## src/pbrq_pkg.sv

```systemverilog
// ---------------------------------------------------------------------------
// pbrq_pkg
// Shared types and constants for the priority bitmap ready queue.
// ---------------------------------------------------------------------------
`default_nettype none

package pbrq_pkg;

    // default sizes
    localparam int MAX_TASKS_DEF = 64;
    localparam int LEVELS_DEF    = 32;

    // field widths
    localparam int TASK_W    = 6;
    localparam int LEVEL_W   = 5;
    localparam int SLICE_W   = 32;
    localparam int OP_W      = 2;
    localparam int CFG_W     = 31;
    localparam int CFG_IDX_W = 2;

    // operation codes
    localparam logic [OP_W-1:0] OP_ENQUEUE = 2'd0;
    localparam logic [OP_W-1:0] OP_REMOVE  = 2'd1;
    localparam logic [OP_W-1:0] OP_QUERY   = 2'd2;
    localparam logic [OP_W-1:0] OP_CHANGE  = 2'd3;

    // configuration register indexes
    localparam logic [CFG_IDX_W-1:0] CFG_IDLE_TASK    = 2'd0;
    localparam logic [CFG_IDX_W-1:0] CFG_SLICE_MIN    = 2'd1;
    localparam logic [CFG_IDX_W-1:0] CFG_SLICE_RELOAD = 2'd2;

    // configuration reset values
    localparam logic [TASK_W-1:0] IDLE_TASK_RST    = 6'd0;
    localparam logic [CFG_W-1:0]  SLICE_MIN_RST    = 31'd0;
    localparam logic [CFG_W-1:0]  SLICE_RELOAD_RST = 31'd1000;

    // configuration seen by the controller
    typedef struct packed {
        logic [TASK_W-1:0] idle_task;
        logic [CFG_W-1:0]  slice_minimum;
        logic [CFG_W-1:0]  slice_reload;
    } cfg_t;

endpackage

`default_nettype wire

```

## src/pbrq_if.sv

```systemverilog
// ---------------------------------------------------------------------------
// pbrq_if
// Request and response channels with valid/ready handshake.
// ---------------------------------------------------------------------------
`default_nettype none

interface pbrq_req_if
    import pbrq_pkg::*;
    ();
    logic                      valid;
    logic                      ready;
    logic [OP_W-1:0]           operation;
    logic [TASK_W-1:0]         task_req;
    logic [LEVEL_W-1:0]        level;
    logic signed [SLICE_W-1:0] slice_in;

    modport source (output valid, output operation, output task_req, output level,
                    output slice_in, input ready);
    modport sink   (input valid, input operation, input task_req, input level,
                    input slice_in, output ready);
endinterface

interface pbrq_rsp_if
    import pbrq_pkg::*;
    ();
    logic                      valid;
    logic                      ready;
    logic [TASK_W-1:0]         top_task;
    logic                      top_is_idle;
    logic signed [SLICE_W-1:0] slice_out;
    logic                      was_ready;
    logic                      error;

    modport source (output valid, output top_task, output top_is_idle, output slice_out,
                    output was_ready, output error, input ready);
    modport sink   (input valid, input top_task, input top_is_idle, input slice_out,
                    input was_ready, input error, output ready);
endinterface

`default_nettype wire

```

## src/pbrq_ram.sv

```systemverilog
// ---------------------------------------------------------------------------
// pbrq_ram
// Single write port, single read port memory with bit write mask and
// registered read data.
// ---------------------------------------------------------------------------
`default_nettype none

module pbrq_ram
    import pbrq_pkg::*;
#(
    parameter int WIDTH = 8,
    parameter int DEPTH = 64
) (
    input  wire logic                     clk,
    input  wire logic                     we,
    input  wire logic [$clog2(DEPTH)-1:0] waddr,
    input  wire logic [WIDTH-1:0]         wmask,
    input  wire logic [WIDTH-1:0]         wdata,
    input  wire logic                     re,
    input  wire logic [$clog2(DEPTH)-1:0] raddr,
    output logic      [WIDTH-1:0]         rdata
);

    logic [WIDTH-1:0] mem [DEPTH];
    logic [WIDTH-1:0] rdata_reg;

    // masked write
    always_ff @(posedge clk)
    begin
        if (we)
        begin
            for (int i = 0; i < WIDTH; i++)
            begin
                if (wmask[i])
                begin
                    mem[waddr][i] <= wdata[i];
                end
            end
        end
    end

    // registered read
    always_ff @(posedge clk)
    begin
        if (re)
        begin
            rdata_reg <= mem[raddr];
        end
    end

    assign rdata = rdata_reg;

endmodule

`default_nettype wire

```

## src/pbrq_ctrl.sv

```systemverilog
// ---------------------------------------------------------------------------
// pbrq_ctrl
// Sequencer that walks each operation through read, modify and write of the
// task link memory and the level head/tail memory, then reports the top task.
// ---------------------------------------------------------------------------
`default_nettype none

module pbrq_ctrl
    import pbrq_pkg::*;
#(
    parameter int MAX_TASKS = MAX_TASKS_DEF,
    parameter int LEVELS    = LEVELS_DEF
) (
    input  wire logic clk,
    input  wire logic rst_n,
    input  wire cfg_t cfg,
    pbrq_req_if.sink   req,
    pbrq_rsp_if.source rsp
);

    localparam int AW    = $clog2(MAX_TASKS);
    localparam int LW    = $clog2(MAX_TASKS + 1);
    localparam int LVW   = $clog2(LEVELS);
    localparam int TM_W  = 2 * LW + LVW;
    localparam int LM_W  = 2 * TASK_W;

    localparam logic [LW-1:0]   NO_LINK = LW'(MAX_TASKS);
    localparam logic [TM_W-1:0] M_NEXT  = {{LW{1'b1}}, {LW{1'b0}}, {LVW{1'b0}}};
    localparam logic [TM_W-1:0] M_PREV  = {{LW{1'b0}}, {LW{1'b1}}, {LVW{1'b0}}};
    localparam logic [TM_W-1:0] M_LVL   = {{LW{1'b0}}, {LW{1'b0}}, {LVW{1'b1}}};
    localparam logic [TM_W-1:0] M_ALL   = {TM_W{1'b1}};
    localparam logic [LM_W-1:0] M_HEAD  = {{TASK_W{1'b1}}, {TASK_W{1'b0}}};
    localparam logic [LM_W-1:0] M_TAIL  = {{TASK_W{1'b0}}, {TASK_W{1'b1}}};

    // sequencer states
    localparam logic [3:0] S_IDLE   = 4'd0;
    localparam logic [3:0] S_DECIDE = 4'd1;
    localparam logic [3:0] S_UNL1   = 4'd2;
    localparam logic [3:0] S_UNL2   = 4'd3;
    localparam logic [3:0] S_ENQ    = 4'd4;
    localparam logic [3:0] S_LNK1   = 4'd5;
    localparam logic [3:0] S_LNK2   = 4'd6;
    localparam logic [3:0] S_TOP    = 4'd7;
    localparam logic [3:0] S_OUT    = 4'd8;

    logic [3:0]                state_reg, state_next;
    logic [MAX_TASKS-1:0]      ready_reg, ready_next;
    logic [LEVELS-1:0]         map_reg, map_next;
    logic                      out_valid_reg, out_valid_next;

    logic [OP_W-1:0]           op_reg, op_next;
    logic [TASK_W-1:0]         t_reg, t_next;
    logic [LVW-1:0]            lv_reg, lv_next;
    logic [SLICE_W-1:0]        slice_reg, slice_next;
    logic [SLICE_W-1:0]        res_slice_reg, res_slice_next;
    logic                      was_reg, was_next;
    logic                      err_reg, err_next;
    logic                      head_mode_reg, head_mode_next;
    logic                      relink_reg, relink_next;
    logic [TASK_W-1:0]         nb_reg, nb_next;
    logic [LW-1:0]             un_next_reg, un_next_next;
    logic [LW-1:0]             un_prev_reg, un_prev_next;
    logic [TASK_W-1:0]         out_top_reg, out_top_next;
    logic                      out_idle_reg, out_idle_next;
    logic [SLICE_W-1:0]        out_slice_reg, out_slice_next;
    logic                      out_was_reg, out_was_next;
    logic                      out_err_reg, out_err_next;

    // memory ports
    logic            tm_we, tm_re;
    logic [AW-1:0]   tm_waddr;
    logic [TM_W-1:0] tm_wmask, tm_rdata;
    logic [LW-1:0]   w_next, w_prev;
    logic [LVW-1:0]  w_lvl;
    logic            lm_we, lm_re;
    logic [LVW-1:0]  lm_waddr, lm_raddr;
    logic [LM_W-1:0] lm_wmask, lm_wdata, lm_rdata;

    logic [AW-1:0]     ti;
    logic              t_ok, t_is_idle, cur_ready, head_go, any_ne;
    logic [LW-1:0]     td_next, td_prev;
    logic [LVW-1:0]    td_level;
    logic [TASK_W-1:0] ld_head, ld_tail;
    logic [LVW-1:0]    top_lv;
    logic              pv, nv;

    // link memory: {next, prev, level} per task
    pbrq_ram #(.WIDTH(TM_W), .DEPTH(MAX_TASKS)) u_task_mem (
        .clk   (clk),
        .we    (tm_we),
        .waddr (tm_waddr),
        .wmask (tm_wmask),
        .wdata ({w_next, w_prev, w_lvl}),
        .re    (tm_re),
        .raddr (ti),
        .rdata (tm_rdata)
    );

    // level memory: {head, tail} per level
    pbrq_ram #(.WIDTH(LM_W), .DEPTH(LEVELS)) u_level_mem (
        .clk   (clk),
        .we    (lm_we),
        .waddr (lm_waddr),
        .wmask (lm_wmask),
        .wdata (lm_wdata),
        .re    (lm_re),
        .raddr (lm_raddr),
        .rdata (lm_rdata)
    );

    // decode of the held transaction and memory read data
    assign ti        = AW'(t_reg);
    assign t_ok      = 32'(t_reg) < 32'(MAX_TASKS);
    assign t_is_idle = (t_reg == cfg.idle_task);
    assign cur_ready = ready_reg[ti];
    assign head_go   = $signed(slice_reg) > $signed({1'b0, cfg.slice_minimum});
    assign td_next   = tm_rdata[TM_W-1 -: LW];
    assign td_prev   = tm_rdata[LVW +: LW];
    assign td_level  = tm_rdata[LVW-1:0];
    assign ld_head   = lm_rdata[LM_W-1 -: TASK_W];
    assign ld_tail   = lm_rdata[TASK_W-1:0];
    assign pv        = td_prev < NO_LINK;
    assign nv        = td_next < NO_LINK;

    // lowest-numbered non-empty level
    always_comb
    begin
        top_lv = '0;
        for (int l = LEVELS - 1; l >= 0; l--)
        begin
            if (map_reg[l])
            begin
                top_lv = LVW'(l);
            end
        end
    end
    assign any_ne = |map_reg;

    // read enables and addresses
    assign tm_re    = (state_reg == S_DECIDE);
    assign lm_re    = (state_reg == S_ENQ) || (state_reg == S_TOP);
    assign lm_raddr = (state_reg == S_TOP) ? top_lv : lv_reg;

    // handshake
    assign req.ready       = (state_reg == S_IDLE);
    assign rsp.valid       = out_valid_reg;
    assign rsp.top_task    = out_top_reg;
    assign rsp.top_is_idle = out_idle_reg;
    assign rsp.slice_out   = out_slice_reg;
    assign rsp.was_ready   = out_was_reg;
    assign rsp.error       = out_err_reg;

    // sequencer
    always_comb
    begin
        state_next     = state_reg;
        ready_next     = ready_reg;
        map_next       = map_reg;
        out_valid_next = out_valid_reg && !rsp.ready;
        op_next        = op_reg;
        t_next         = t_reg;
        lv_next        = lv_reg;
        slice_next     = slice_reg;
        res_slice_next = res_slice_reg;
        was_next       = was_reg;
        err_next       = err_reg;
        head_mode_next = head_mode_reg;
        relink_next    = relink_reg;
        nb_next        = nb_reg;
        un_next_next   = un_next_reg;
        un_prev_next   = un_prev_reg;
        out_top_next   = out_top_reg;
        out_idle_next  = out_idle_reg;
        out_slice_next = out_slice_reg;
        out_was_next   = out_was_reg;
        out_err_next   = out_err_reg;
        tm_we          = 1'b0;
        tm_waddr       = ti;
        tm_wmask       = '0;
        w_next         = NO_LINK;
        w_prev         = NO_LINK;
        w_lvl          = lv_reg;
        lm_we          = 1'b0;
        lm_waddr       = lv_reg;
        lm_wmask       = '0;
        lm_wdata       = {t_reg, t_reg};

        case (state_reg)
            S_IDLE:
            begin
                if (req.valid)
                begin
                    op_next        = req.operation;
                    t_next         = req.task_req;
                    lv_next        = (32'(req.level) >= 32'(LEVELS)) ? LVW'(LEVELS - 1)
                                                                      : LVW'(req.level);
                    slice_next     = req.slice_in;
                    res_slice_next = req.slice_in;
                    was_next       = 1'b0;
                    err_next       = 1'b0;
                    state_next     = S_DECIDE;
                end
            end

            S_DECIDE:
            begin
                state_next = S_TOP;
                if (t_ok)
                begin
                    was_next = cur_ready;
                    case (op_reg)
                        OP_ENQUEUE:
                        begin
                            if (cur_ready)
                            begin
                                err_next = 1'b1;
                            end
                            else
                            begin
                                state_next = S_ENQ;
                            end
                        end
                        OP_REMOVE:
                        begin
                            if (cur_ready)
                            begin
                                ready_next[ti] = 1'b0;
                                if (!t_is_idle)
                                begin
                                    relink_next = 1'b0;
                                    state_next  = S_UNL1;
                                end
                            end
                        end
                        OP_CHANGE:
                        begin
                            if (cur_ready)
                            begin
                                ready_next[ti] = 1'b0;
                                relink_next    = 1'b1;
                                state_next     = t_is_idle ? S_ENQ : S_UNL1;
                            end
                            else
                            begin
                                // only record the new level
                                tm_we    = 1'b1;
                                tm_wmask = M_LVL;
                            end
                        end
                        default:
                        begin
                            state_next = S_TOP;
                        end
                    endcase
                end
            end

            S_UNL1:
            begin
                // bypass the task on its predecessor side, fix head and tail
                lm_waddr = td_level;
                lm_wdata = {(nv ? TASK_W'(td_next) : TASK_W'(0)),
                            (pv ? TASK_W'(td_prev) : TASK_W'(0))};
                lm_wmask = (pv ? '0 : M_HEAD) | (nv ? '0 : M_TAIL);
                lm_we    = !pv || !nv;
                if (pv)
                begin
                    tm_we    = 1'b1;
                    tm_waddr = AW'(td_prev);
                    tm_wmask = M_NEXT;
                    w_next   = td_next;
                end
                if (!pv && !nv)
                begin
                    map_next[td_level] = 1'b0;
                end
                un_next_next = td_next;
                un_prev_next = td_prev;
                state_next   = S_UNL2;
            end

            S_UNL2:
            begin
                // successor side of the unlink
                if (un_next_reg < NO_LINK)
                begin
                    tm_we    = 1'b1;
                    tm_waddr = AW'(un_next_reg);
                    tm_wmask = M_PREV;
                    w_prev   = un_prev_reg;
                end
                state_next = relink_reg ? S_ENQ : S_TOP;
            end

            S_ENQ:
            begin
                ready_next[ti] = 1'b1;
                if (t_is_idle)
                begin
                    tm_we      = 1'b1;
                    tm_wmask   = M_LVL;
                    state_next = S_TOP;
                end
                else
                begin
                    head_mode_next = head_go;
                    res_slice_next = head_go ? slice_reg
                                             : {1'b0, cfg.slice_reload};
                    if (!map_reg[lv_reg])
                    begin
                        // first task of an empty level
                        tm_we            = 1'b1;
                        tm_wmask         = M_ALL;
                        lm_we            = 1'b1;
                        lm_wmask         = M_HEAD | M_TAIL;
                        map_next[lv_reg] = 1'b1;
                        state_next       = S_TOP;
                    end
                    else
                    begin
                        state_next = S_LNK1;
                    end
                end
            end

            S_LNK1:
            begin
                // write the new task's links and move head or tail
                tm_we    = 1'b1;
                tm_wmask = M_ALL;
                lm_we    = 1'b1;
                if (head_mode_reg)
                begin
                    w_next   = LW'(ld_head);
                    lm_wmask = M_HEAD;
                    nb_next  = ld_head;
                end
                else
                begin
                    w_prev   = LW'(ld_tail);
                    lm_wmask = M_TAIL;
                    nb_next  = ld_tail;
                end
                state_next = S_LNK2;
            end

            S_LNK2:
            begin
                // point the old head or tail at the new task
                if (32'(nb_reg) < 32'(MAX_TASKS))
                begin
                    tm_we    = 1'b1;
                    tm_waddr = AW'(nb_reg);
                    tm_wmask = head_mode_reg ? M_PREV : M_NEXT;
                    w_next   = LW'(t_reg);
                    w_prev   = LW'(t_reg);
                end
                state_next = S_TOP;
            end

            S_TOP:
            begin
                state_next = S_OUT;
            end

            S_OUT:
            begin
                if (!out_valid_reg || rsp.ready)
                begin
                    out_valid_next = 1'b1;
                    out_top_next   = any_ne ? ld_head : cfg.idle_task;
                    out_idle_next  = !any_ne;
                    out_slice_next = res_slice_reg;
                    out_was_next   = was_reg;
                    out_err_next   = err_reg;
                    state_next     = S_IDLE;
                end
            end

            default:
            begin
                state_next = S_IDLE;
            end
        endcase
    end

    // control state
    always_ff @(posedge clk or negedge rst_n)
    begin
        if (!rst_n)
        begin
            state_reg     <= S_IDLE;
            ready_reg     <= '0;
            map_reg       <= '0;
            out_valid_reg <= 1'b0;
        end
        else
        begin
            state_reg     <= state_next;
            ready_reg     <= ready_next;
            map_reg       <= map_next;
            out_valid_reg <= out_valid_next;
        end
    end

    // transaction payload
    always_ff @(posedge clk)
    begin
        op_reg        <= op_next;
        t_reg         <= t_next;
        lv_reg        <= lv_next;
        slice_reg     <= slice_next;
        res_slice_reg <= res_slice_next;
        was_reg       <= was_next;
        err_reg       <= err_next;
        head_mode_reg <= head_mode_next;
        relink_reg    <= relink_next;
        nb_reg        <= nb_next;
        un_next_reg   <= un_next_next;
        un_prev_reg   <= un_prev_next;
        out_top_reg   <= out_top_next;
        out_idle_reg  <= out_idle_next;
        out_slice_reg <= out_slice_next;
        out_was_reg   <= out_was_next;
        out_err_reg   <= out_err_next;
    end

endmodule

`default_nettype wire

```

## src/priority_bitmap_ready_queue_top.sv

```systemverilog
// A query or rejected operation goes through decide, top and output. An enqueue adds
// the enqueue state and, on a non-empty level, the link states; a change of priority
// of a queued task unlinks it first. One transaction at a time, set by the
// read-modify-write sequence on the single-write-port link memory.
// Reset: ready flags and the level bitmap clear at once; link memories are not
// cleared and need no pass; configuration returns to idle 0, minimum 0, reload 1000.
// ---------------------------------------------------------------------------
// priority_bitmap_ready_queue_top
// Ready queues of a priority scheduler with configuration registers.
// ---------------------------------------------------------------------------
`default_nettype none

module priority_bitmap_ready_queue_top
    import pbrq_pkg::*;
#(
    parameter int MAX_TASKS = MAX_TASKS_DEF,
    parameter int LEVELS    = LEVELS_DEF
) (
    input  wire logic                 clk,
    input  wire logic                 rst_n,
    input  wire logic                 cfg_we,
    input  wire logic [CFG_IDX_W-1:0] cfg_index,
    input  wire logic [CFG_W-1:0]     cfg_data,
    pbrq_req_if.sink                  req,
    pbrq_rsp_if.source                rsp
);

    logic [TASK_W-1:0] idle_task_reg;
    logic [CFG_W-1:0]  slice_minimum_reg;
    logic [CFG_W-1:0]  slice_reload_reg;
    cfg_t              cfg;

    // configuration registers
    always_ff @(posedge clk or negedge rst_n)
    begin
        if (!rst_n)
        begin
            idle_task_reg     <= IDLE_TASK_RST;
            slice_minimum_reg <= SLICE_MIN_RST;
            slice_reload_reg  <= SLICE_RELOAD_RST;
        end
        else if (cfg_we)
        begin
            case (cfg_index)
                CFG_IDLE_TASK:    idle_task_reg     <= cfg_data[TASK_W-1:0];
                CFG_SLICE_MIN:    slice_minimum_reg <= cfg_data;
                CFG_SLICE_RELOAD: slice_reload_reg  <= cfg_data;
                default:          ;
            endcase
        end
    end

    assign cfg = '{idle_task:     idle_task_reg,
                   slice_minimum: slice_minimum_reg,
                   slice_reload:  slice_reload_reg};

    // sequencer with link memories
    pbrq_ctrl #(.MAX_TASKS(MAX_TASKS), .LEVELS(LEVELS)) u_ctrl (
        .clk   (clk),
        .rst_n (rst_n),
        .cfg   (cfg),
        .req   (req),
        .rsp   (rsp)
    );

    // one transaction in flight at a time
    a_one_at_a_time: assert property (@(posedge clk) disable iff (!rst_n)
        req.valid && req.ready |=> !req.ready)
        else $error("request accepted while a transaction is in flight");

    // an error only comes from a task that was already ready
    a_error_was_ready: assert property (@(posedge clk) disable iff (!rst_n)
        rsp.valid && rsp.error |-> rsp.was_ready)
        else $error("error flagged for a task that was not ready");

    // empty queues report the idle task
    a_idle_top: assert property (@(posedge clk) disable iff (!rst_n)
        rsp.valid && rsp.top_is_idle |-> rsp.top_task == idle_task_reg)
        else $error("empty queues did not report the idle task");

endmodule

`default_nettype wire

```

## src/flat_wrapper.sv

```systemverilog
// flat-port wrapper written by rule: the top's interface ports become plain ports
module priority_bitmap_ready_queue_top_flat import pbrq_pkg::*;
#(
    parameter int MAX_TASKS = MAX_TASKS_DEF,
    parameter int LEVELS    = LEVELS_DEF
)
  (clk, rst_n, cfg_we, cfg_index, cfg_data, req_valid, req_operation, req_task_req, req_level, req_slice_in, req_ready, rsp_valid, rsp_top_task, rsp_top_is_idle, rsp_slice_out, rsp_was_ready, rsp_error, rsp_ready);
  pbrq_req_if req_i ();
  pbrq_rsp_if rsp_i ();
  input  wire logic clk;
  input  wire logic rst_n;
  input  wire logic cfg_we;
  input  wire logic [CFG_IDX_W-1:0] cfg_index;
  input  wire logic [CFG_W-1:0] cfg_data;
  input wire logic [$bits(req_i.valid)-1:0] req_valid;
  input wire logic [$bits(req_i.operation)-1:0] req_operation;
  input wire logic [$bits(req_i.task_req)-1:0] req_task_req;
  input wire logic [$bits(req_i.level)-1:0] req_level;
  input wire logic [$bits(req_i.slice_in)-1:0] req_slice_in;
  output wire logic [$bits(req_i.ready)-1:0] req_ready;
  output wire logic [$bits(rsp_i.valid)-1:0] rsp_valid;
  output wire logic [$bits(rsp_i.top_task)-1:0] rsp_top_task;
  output wire logic [$bits(rsp_i.top_is_idle)-1:0] rsp_top_is_idle;
  output wire logic [$bits(rsp_i.slice_out)-1:0] rsp_slice_out;
  output wire logic [$bits(rsp_i.was_ready)-1:0] rsp_was_ready;
  output wire logic [$bits(rsp_i.error)-1:0] rsp_error;
  input wire logic [$bits(rsp_i.ready)-1:0] rsp_ready;
  assign req_i.valid = req_valid;
  assign req_i.operation = req_operation;
  assign req_i.task_req = req_task_req;
  assign req_i.level = req_level;
  assign req_i.slice_in = req_slice_in;
  assign req_ready = req_i.ready;
  assign rsp_valid = rsp_i.valid;
  assign rsp_top_task = rsp_i.top_task;
  assign rsp_top_is_idle = rsp_i.top_is_idle;
  assign rsp_slice_out = rsp_i.slice_out;
  assign rsp_was_ready = rsp_i.was_ready;
  assign rsp_error = rsp_i.error;
  assign rsp_i.ready = rsp_ready;
  priority_bitmap_ready_queue_top #(.MAX_TASKS(MAX_TASKS), .LEVELS(LEVELS)) u_core (.clk(clk), .rst_n(rst_n), .cfg_we(cfg_we), .cfg_index(cfg_index), .cfg_data(cfg_data), .req(req_i), .rsp(rsp_i));
endmodule
```

## config.mk

```make
export PLATFORM = sky130hd
export DESIGN_NAME = priority_bitmap_ready_queue_top_flat
export DESIGN_NICKNAME = d
export VERILOG_FILES = /design/src/pbrq_pkg.sv /design/src/pbrq_if.sv /design/src/pbrq_ram.sv /design/src/pbrq_ctrl.sv /design/src/priority_bitmap_ready_queue_top.sv /design/src/flat_wrapper.sv
export SDC_FILE = /design/constraint.sdc
export NUM_CORES = 2
export LEC_CHECK = 0
export ABC_AREA = 1
export BUFFER_PORTS_ARGS = -buffer_cell sky130_fd_sc_hd__buf_2
export CORE_MARGIN = 1
export CORE_UTILIZATION = 55
export CTS_CLUSTER_SIZE = 24
export DETAILED_ROUTE_END_ITERATION = 7
export PLACE_DENSITY = 0.74
export SLEW_MARGIN = 10
export SYNTH_ARGS = -nofsm -noshare
export SYNTH_HDL_FRONTEND = slang
export SYNTH_SLANG_ARGS = --single-unit
```

## constraint.sdc

```tcl
create_clock -name clk -period 6.1 [get_ports clk]
set_input_delay 0.915 -clock clk [delete_from_list [all_inputs] [get_ports clk]]
set_output_delay 0.915 -clock clk [all_outputs]
set_load 0.02 [all_outputs]
```

### Word-level counts from Yosys, hierarchy flattened

Memory sizes are Yosys's and may differ from the RTL's. A register that Yosys moved wholly into a read port is not among the register bits.
Cells that the tools add are included.

* register bits after elaboration: 311
* bits in writable memories: 1600
* input port bits: 83
* output and inout port bits: 43
* word-level logic and storage cells: 312
* memories kept: 2

* magnitude comparators: 10
* equality and inequality tests: 24
* multiplexer cells: 207
* bitwise gates (word level): 8
* reductions and logical operators: 37

Memory list
* u_core.u_ctrl.u_task_mem.mem: words 64, bits a word 19, read ports 1, clocked after Yosys merged registers in 1, write ports 1, line pbrq_ram.sv:24 `logic [WIDTH-1:0] mem [DEPTH];`
* u_core.u_ctrl.u_level_mem.mem: words 32, bits a word 12, read ports 1, clocked after Yosys merged registers in 1, write ports 1, line pbrq_ram.sv:24

Operators with widths (count)
* $mux W32: 6
* $mux W5: 36
* $mux W64: 2
* $pmux W32 S2: 2
* $pmux W64 S2: 1
* $pmux W19 S6: 1
* $mux W1: 112
* $mux W19: 4
* $mux W12: 6
* $and A64 B64 Y64: 1
* $not A64 Y64: 1
* $or A64 B64 Y64: 1
* $mux W6: 7
* $pmux W7 S3: 2
* $pmux W12 S3: 1
* $pmux W4 S9: 1
* $and A32 B32 Y32: 1
* $gt A32 B32 Y1: 1
* $not A32 Y32: 1
* $or A32 B32 Y32: 1
* $reduce_or A32 Y1: 1
* $mux W7: 4
* $lt A7 B7 Y1 const B: 3
* $ne A2 B2 Y1 const B: 9
* 37 further kinds: 81

### Longest topological paths before layout

* depth after elaboration: 33
* depth in mapped cells: 43
* depth with buffers taken out: 41

### Hierarchy

From an unflattened synthesis, not the netlist that was laid out.

* cell total of the unflattened synthesis: 9113
* area, all modules: 90169.0 sq um

Modules (own cells, without submodules)
* pbrq_ram (u_core.u_ctrl.u_task_mem): instances 1, cells an instance 5576, area an instance 56830.8 sq um, seq. area each 37085.6 sq um
* pbrq_ram (u_core.u_ctrl.u_level_mem): instances 1, cells an instance 1824, area an instance 17844.6 sq um, seq. area each 11891.4 sq um
* pbrq_ctrl: instances 1, cells an instance 1407, area an instance 12580.8 sq um, seq. area each 6791.5 sq um
* priority_bitmap_ready_queue_top: instances 1, cells an instance 306, area an instance 2912.8 sq um, seq. area each 1709.1 sq um

### Worst setup path after synthesis

No wires, ideal clock.

* path kind: register to register
* from: register u_core.u_ctrl.state_reg[0]
* to: memory u_core.u_ctrl.u_task_mem.mem[0][10] (netlist bit), data pin
* arrival: 5.035 ns
* data required time: 5.091 ns
* slack: 0.056 ns
* cell stages (with the launch flop): 6
* period minus slack after synthesis: 6.044 ns
* cells stage by stage: dfrtp_1 inv_1 nor2_1 nand2_1 clkbuf_1 o311ai_0

* longest elaborated chain between the ends: 2

RTL lines
* start: declaration: line pbrq_ctrl.sv:46 `logic [3:0] state_reg, state_next;`
* start signal: assignment: line pbrq_ctrl.sv:399 `state_reg <= state_next;`
* $eq A4 B3 Y1 or $eq A4 B2 Y1 (tied branches): line pbrq_ctrl.sv:188 `case (state_reg)`
* $pmux W7 S3 *: line pbrq_ctrl.sv:188
* net u_core.u_ctrl.u_task_mem.wdata[10]: line pbrq_ram.sv:18 `input wire logic [WIDTH-1:0] wdata,`
* end: declaration: line pbrq_ram.sv:24

The timed path passes the listed nets; every way through them passes the cells marked *.

### Final worst setup path

* from: register u_core.u_ctrl.t_reg[2]
* to: memory u_core.u_ctrl.u_task_mem.mem[33][3] (netlist bit), enable pin

* longest elaborated chain between the ends: 8

RTL lines
* start: declaration: line pbrq_ctrl.sv:52 `logic [TASK_W-1:0] t_reg, t_next;`
* start signal: assignment: line pbrq_ctrl.sv:410 `t_reg <= t_next;`
* $bmux W1 S6: line pbrq_ctrl.sv:115 `assign cur_ready = ready_reg[ti];`
* $mux W1 (not written as such): line pbrq_ctrl.sv:115
* $mux W5: line pbrq_ctrl.sv:237 `if (cur_ready)`
* $mux W5: line pbrq_ctrl.sv:211 `case (op_reg)`
* $pmux W19 S6: line pbrq_ctrl.sv:188
* $mux W1: line pbrq_ram.sv:34 `if (wmask[i])`
* $mux W1: line pbrq_ram.sv:30 `if (we)`
* $mux W1 (not written as such): line pbrq_ram.sv:36 `mem[waddr][i] <= wdata[i];`

Parallel ways exist; a longest one is shown, timed or not. The select of a mux whose other input is x is not followed.

==> results.md <==
* #FFs+latches synth at 1,942
* Tot GR Track Use at 28.7%
* Clk pin slew, worst setup/hold paths at 0.06 ns
* Die Height at 380 um
* DR vias at 52,200
* Final core utilization at 61.9%
* Max-slew violation count at 0
* Post-synth top area share at 67.6%
* Slew headroom at 13.1%
* Cell Int Power at 0.0255 W
* Critical Path Fanout Max at 25
* Endpoint class of the critical path: register
* Power, Total at 0.0384 W
* Slew at the pin with the worst max-slew slack at 1.30 ns
* GPL Wtd Cong at 0.928
* Max clock buf depth at 3
* Largest net degree at the start of global routing at 132
* I/O pin count at 126
* Finish-stage setup viols at 0
* Fin nets at 6,462
* Period Utilization, post-route at 80.4%
* VDD IR max at 0.439 mV
* Post-route DRC violation count at 0
* Initial Util at 55.5%
* Synth Warn # at 0
* Vias in the first global route at 50,100
* Global-route wire length before repair at 314,000 um
* Total CTS buffers at 188
* Distinct cell type count after synthesis at 63
* Drt pass-1 iters at 6
* Worst-skew pair later-pin latency at 0.84 ns
* PortBufs at 125
* Final wirelength at 209,000 um
* Resized Gates After CTS at 0
* Crit path DAT at 5.34 ns
* Sequential share of the synthesized area at 73.0%
* Synthesized Nets at 6,397
* Post-route setup TNS at 0 ns
* Via-per-instance ratio at 6.22
* Req. time, crit path at 6.53 ns
* Clk pwr share at 30.4%
* Syn_area_per_cell at 12.5 um^2
* Mapped Cells at 6,283
* Switch share at 33.7%
* Outcome: complete, no violations
* RSZ-0062 raised after global routing: false
* CTS tree: built
* Post-synthesis async set-or-reset flop share at 8.70%
* Post-CTS Setup Repair Bufs at 0
* Commonest cells in the synthesized netlist: 1,773 x edfxtp_1, 1,387 x nand2_1, 587 x inv_1, 442 x nand3_1, 303 x nor2_1
* Synthesized area at 0.0787 mm^2
* CP max-delay cell: nor3_2
* CP startpoint kind: register
* Die area at 0.145 mm^2
* Synth area leader: edfxtp_1
* Max FFs per register at 1,216
* Pwr Density at 438 mW/mm^2
* Initial antenna violation count at 5
* Sw power at 0.0129 W
* Critical path's top delay family: simple AND/OR/NAND/NOR gates
* Root Driver: clkbuf_16
* Layout cells sized above 1 at 8.73%
* Flop pwr share at 45.2%
* DPL Wire Length at 127,000 um
* Fmax at 0.204 GHz
* CP Buf/Inv Count at 3
* Drt wl/cell at 24.9 um
* P&R area growth vs syn at 11.4%
* Core box area at 0.142 mm^2
* CP peak stage delay at 0.77 ns
* H-Tree Depth at 4
* Final ANT Viol Nets at 0
* Area contributors post-synth: edfxtp_1 68%, nand2_1 6.6%, dfrtp_1 5.2%, nand3_1 2.8%, inv_1 2.8%
* Std-Cell Rows at 138
* Biggest register: u_core.u_ctrl.u_task_mem.mem
* Post-synth EDFFs at 1,773
* Clk_skew at 0.0661 ns
* Ys flop type: edfxtp_1
* Combinational share of power at 24.4%
* Most common cell in the netlist: edfxtp_1
* DRT iter0 DRCs at 6,650
* Max Cap Viol at 0
* Die Wd at 380 um
* CTS sink cnt at 1,942
* Crit Path Class: register to register
* Number of hold buffers added after CTS at 0
* Worst path cell trace: inv_1, nor3_2, inv_1, o22ai_1, a21oi_1, nand4_1, o21ai_1, nand2_1, a221oi_1, nand2_1, nor2_1, a21oi_4, buf_12, nor3_1
* Final Critical Period at 4.90 ns
* Worst Hold Class: input pin to asynchronous set/reset pin
* Final Hold Fails at 0
* Grt total ovfl at 0
* Leak at 32.0 nW
* Largest regs: u_core.u_ctrl.u_task_mem.mem (1216), u_core.u_ctrl.u_level_mem.mem (384)
[power groups by stage]
stage / clock [W] / combinational [W] / sequential, W
6_report: 0.0117 / 0.00937 / 0.0173
5_1_grt: 0.0123 / 0.0100 / 0.0174
4_1_cts: 0.0117 / 0.00919 / 0.0173
3_5_place_dp: 0 / 0.00914 / 0.0176
3_3_place_gp: 0 / 0.00902 / 0.0176
2_1_floorplan: 0 / 0.00554 / 0.0176
[layout make-up]
class	count	area [um^2]
Inverter	601	2260
Tap cell	1890	2360
Multi-Input combinational cell	3390	17900
Clock inverter	117	1280
Sequential cell	1942	57500
Antenna cell	1	2.50
Clock buffer	233	4930
Timing Repair Buffer	225	1480
Fill cell	10400	54100
[kinds of logic after synthesis]
group	synth area share, %
adders and majority gates	0.493
xor gates and xnor gates	0.0111
DFF	73.0
muxes	0.143
AOI/OAI and AO/OA	8.11
and+or+nand+nor	13.5
buffers and inverters	4.73
[stage by stage]
stage                     cell area [um^2]  setup slack (ns)  hold WS [ns]  cells
after CTS                            87700              1.33         0.233   8398
after global routing                 87700             0.833         0.252   8398
after floorplan                      78700            0.0562         0.400   6283
after detailed placement             81500              1.35         0.405   8048
after global placement               81500              1.39         0.402   8048
final                                87700              1.20         0.201   8399
[worst paths after layout]
| check | startpoint | end | slack (ns) | cells after the start |
|---|---|---|---|---|
| max | u_core.u_ctrl.t_reg[2] | u_core.u_ctrl.u_task_mem.mem[33][3] | 1.20 | 14 |
| max in group asynchronous | rst_n | u_core.u_ctrl.map_reg[11] | 4.48 | 2 |
| min reg2reg | u_core.u_ctrl.res_slice_reg[14] | u_core.u_ctrl.rsp.slice_out[14] | 0.42 | 0 |
| max reg2reg | u_core.u_ctrl.t_reg[2] | u_core.u_ctrl.u_task_mem.mem[33][3] | 1.20 | 14 |
| min in group clk | req_level[2] | u_core.u_ctrl.lv_reg[2] | 0.28 | 1 |
| min | rst_n | u_core.slice_reload_reg[15] | 0.20 | 1 |
[cell usage in the layout, fill, tap and decap left out, types with 163 or more instances in the layout]
cell type	count
a221oi_1	179
a22oi_1	182
clkbuf_16	189
dfrtp_1	163
edfxtp_1	1773
inv_1	586
nand2_1	1386
nand3_1	440
nor2_1	301
o21ai_0	205
[layer usage]
metal,global-route usage [%],vias up,share of wire [%]
li1,-,22800,-
met1,39.3,25600,38
met2,45.2,3300,47
met3,5.53,528,10
met4,12.3,6,4.5
met5,0,-,0.021
(Power assumes the default switching activity.)
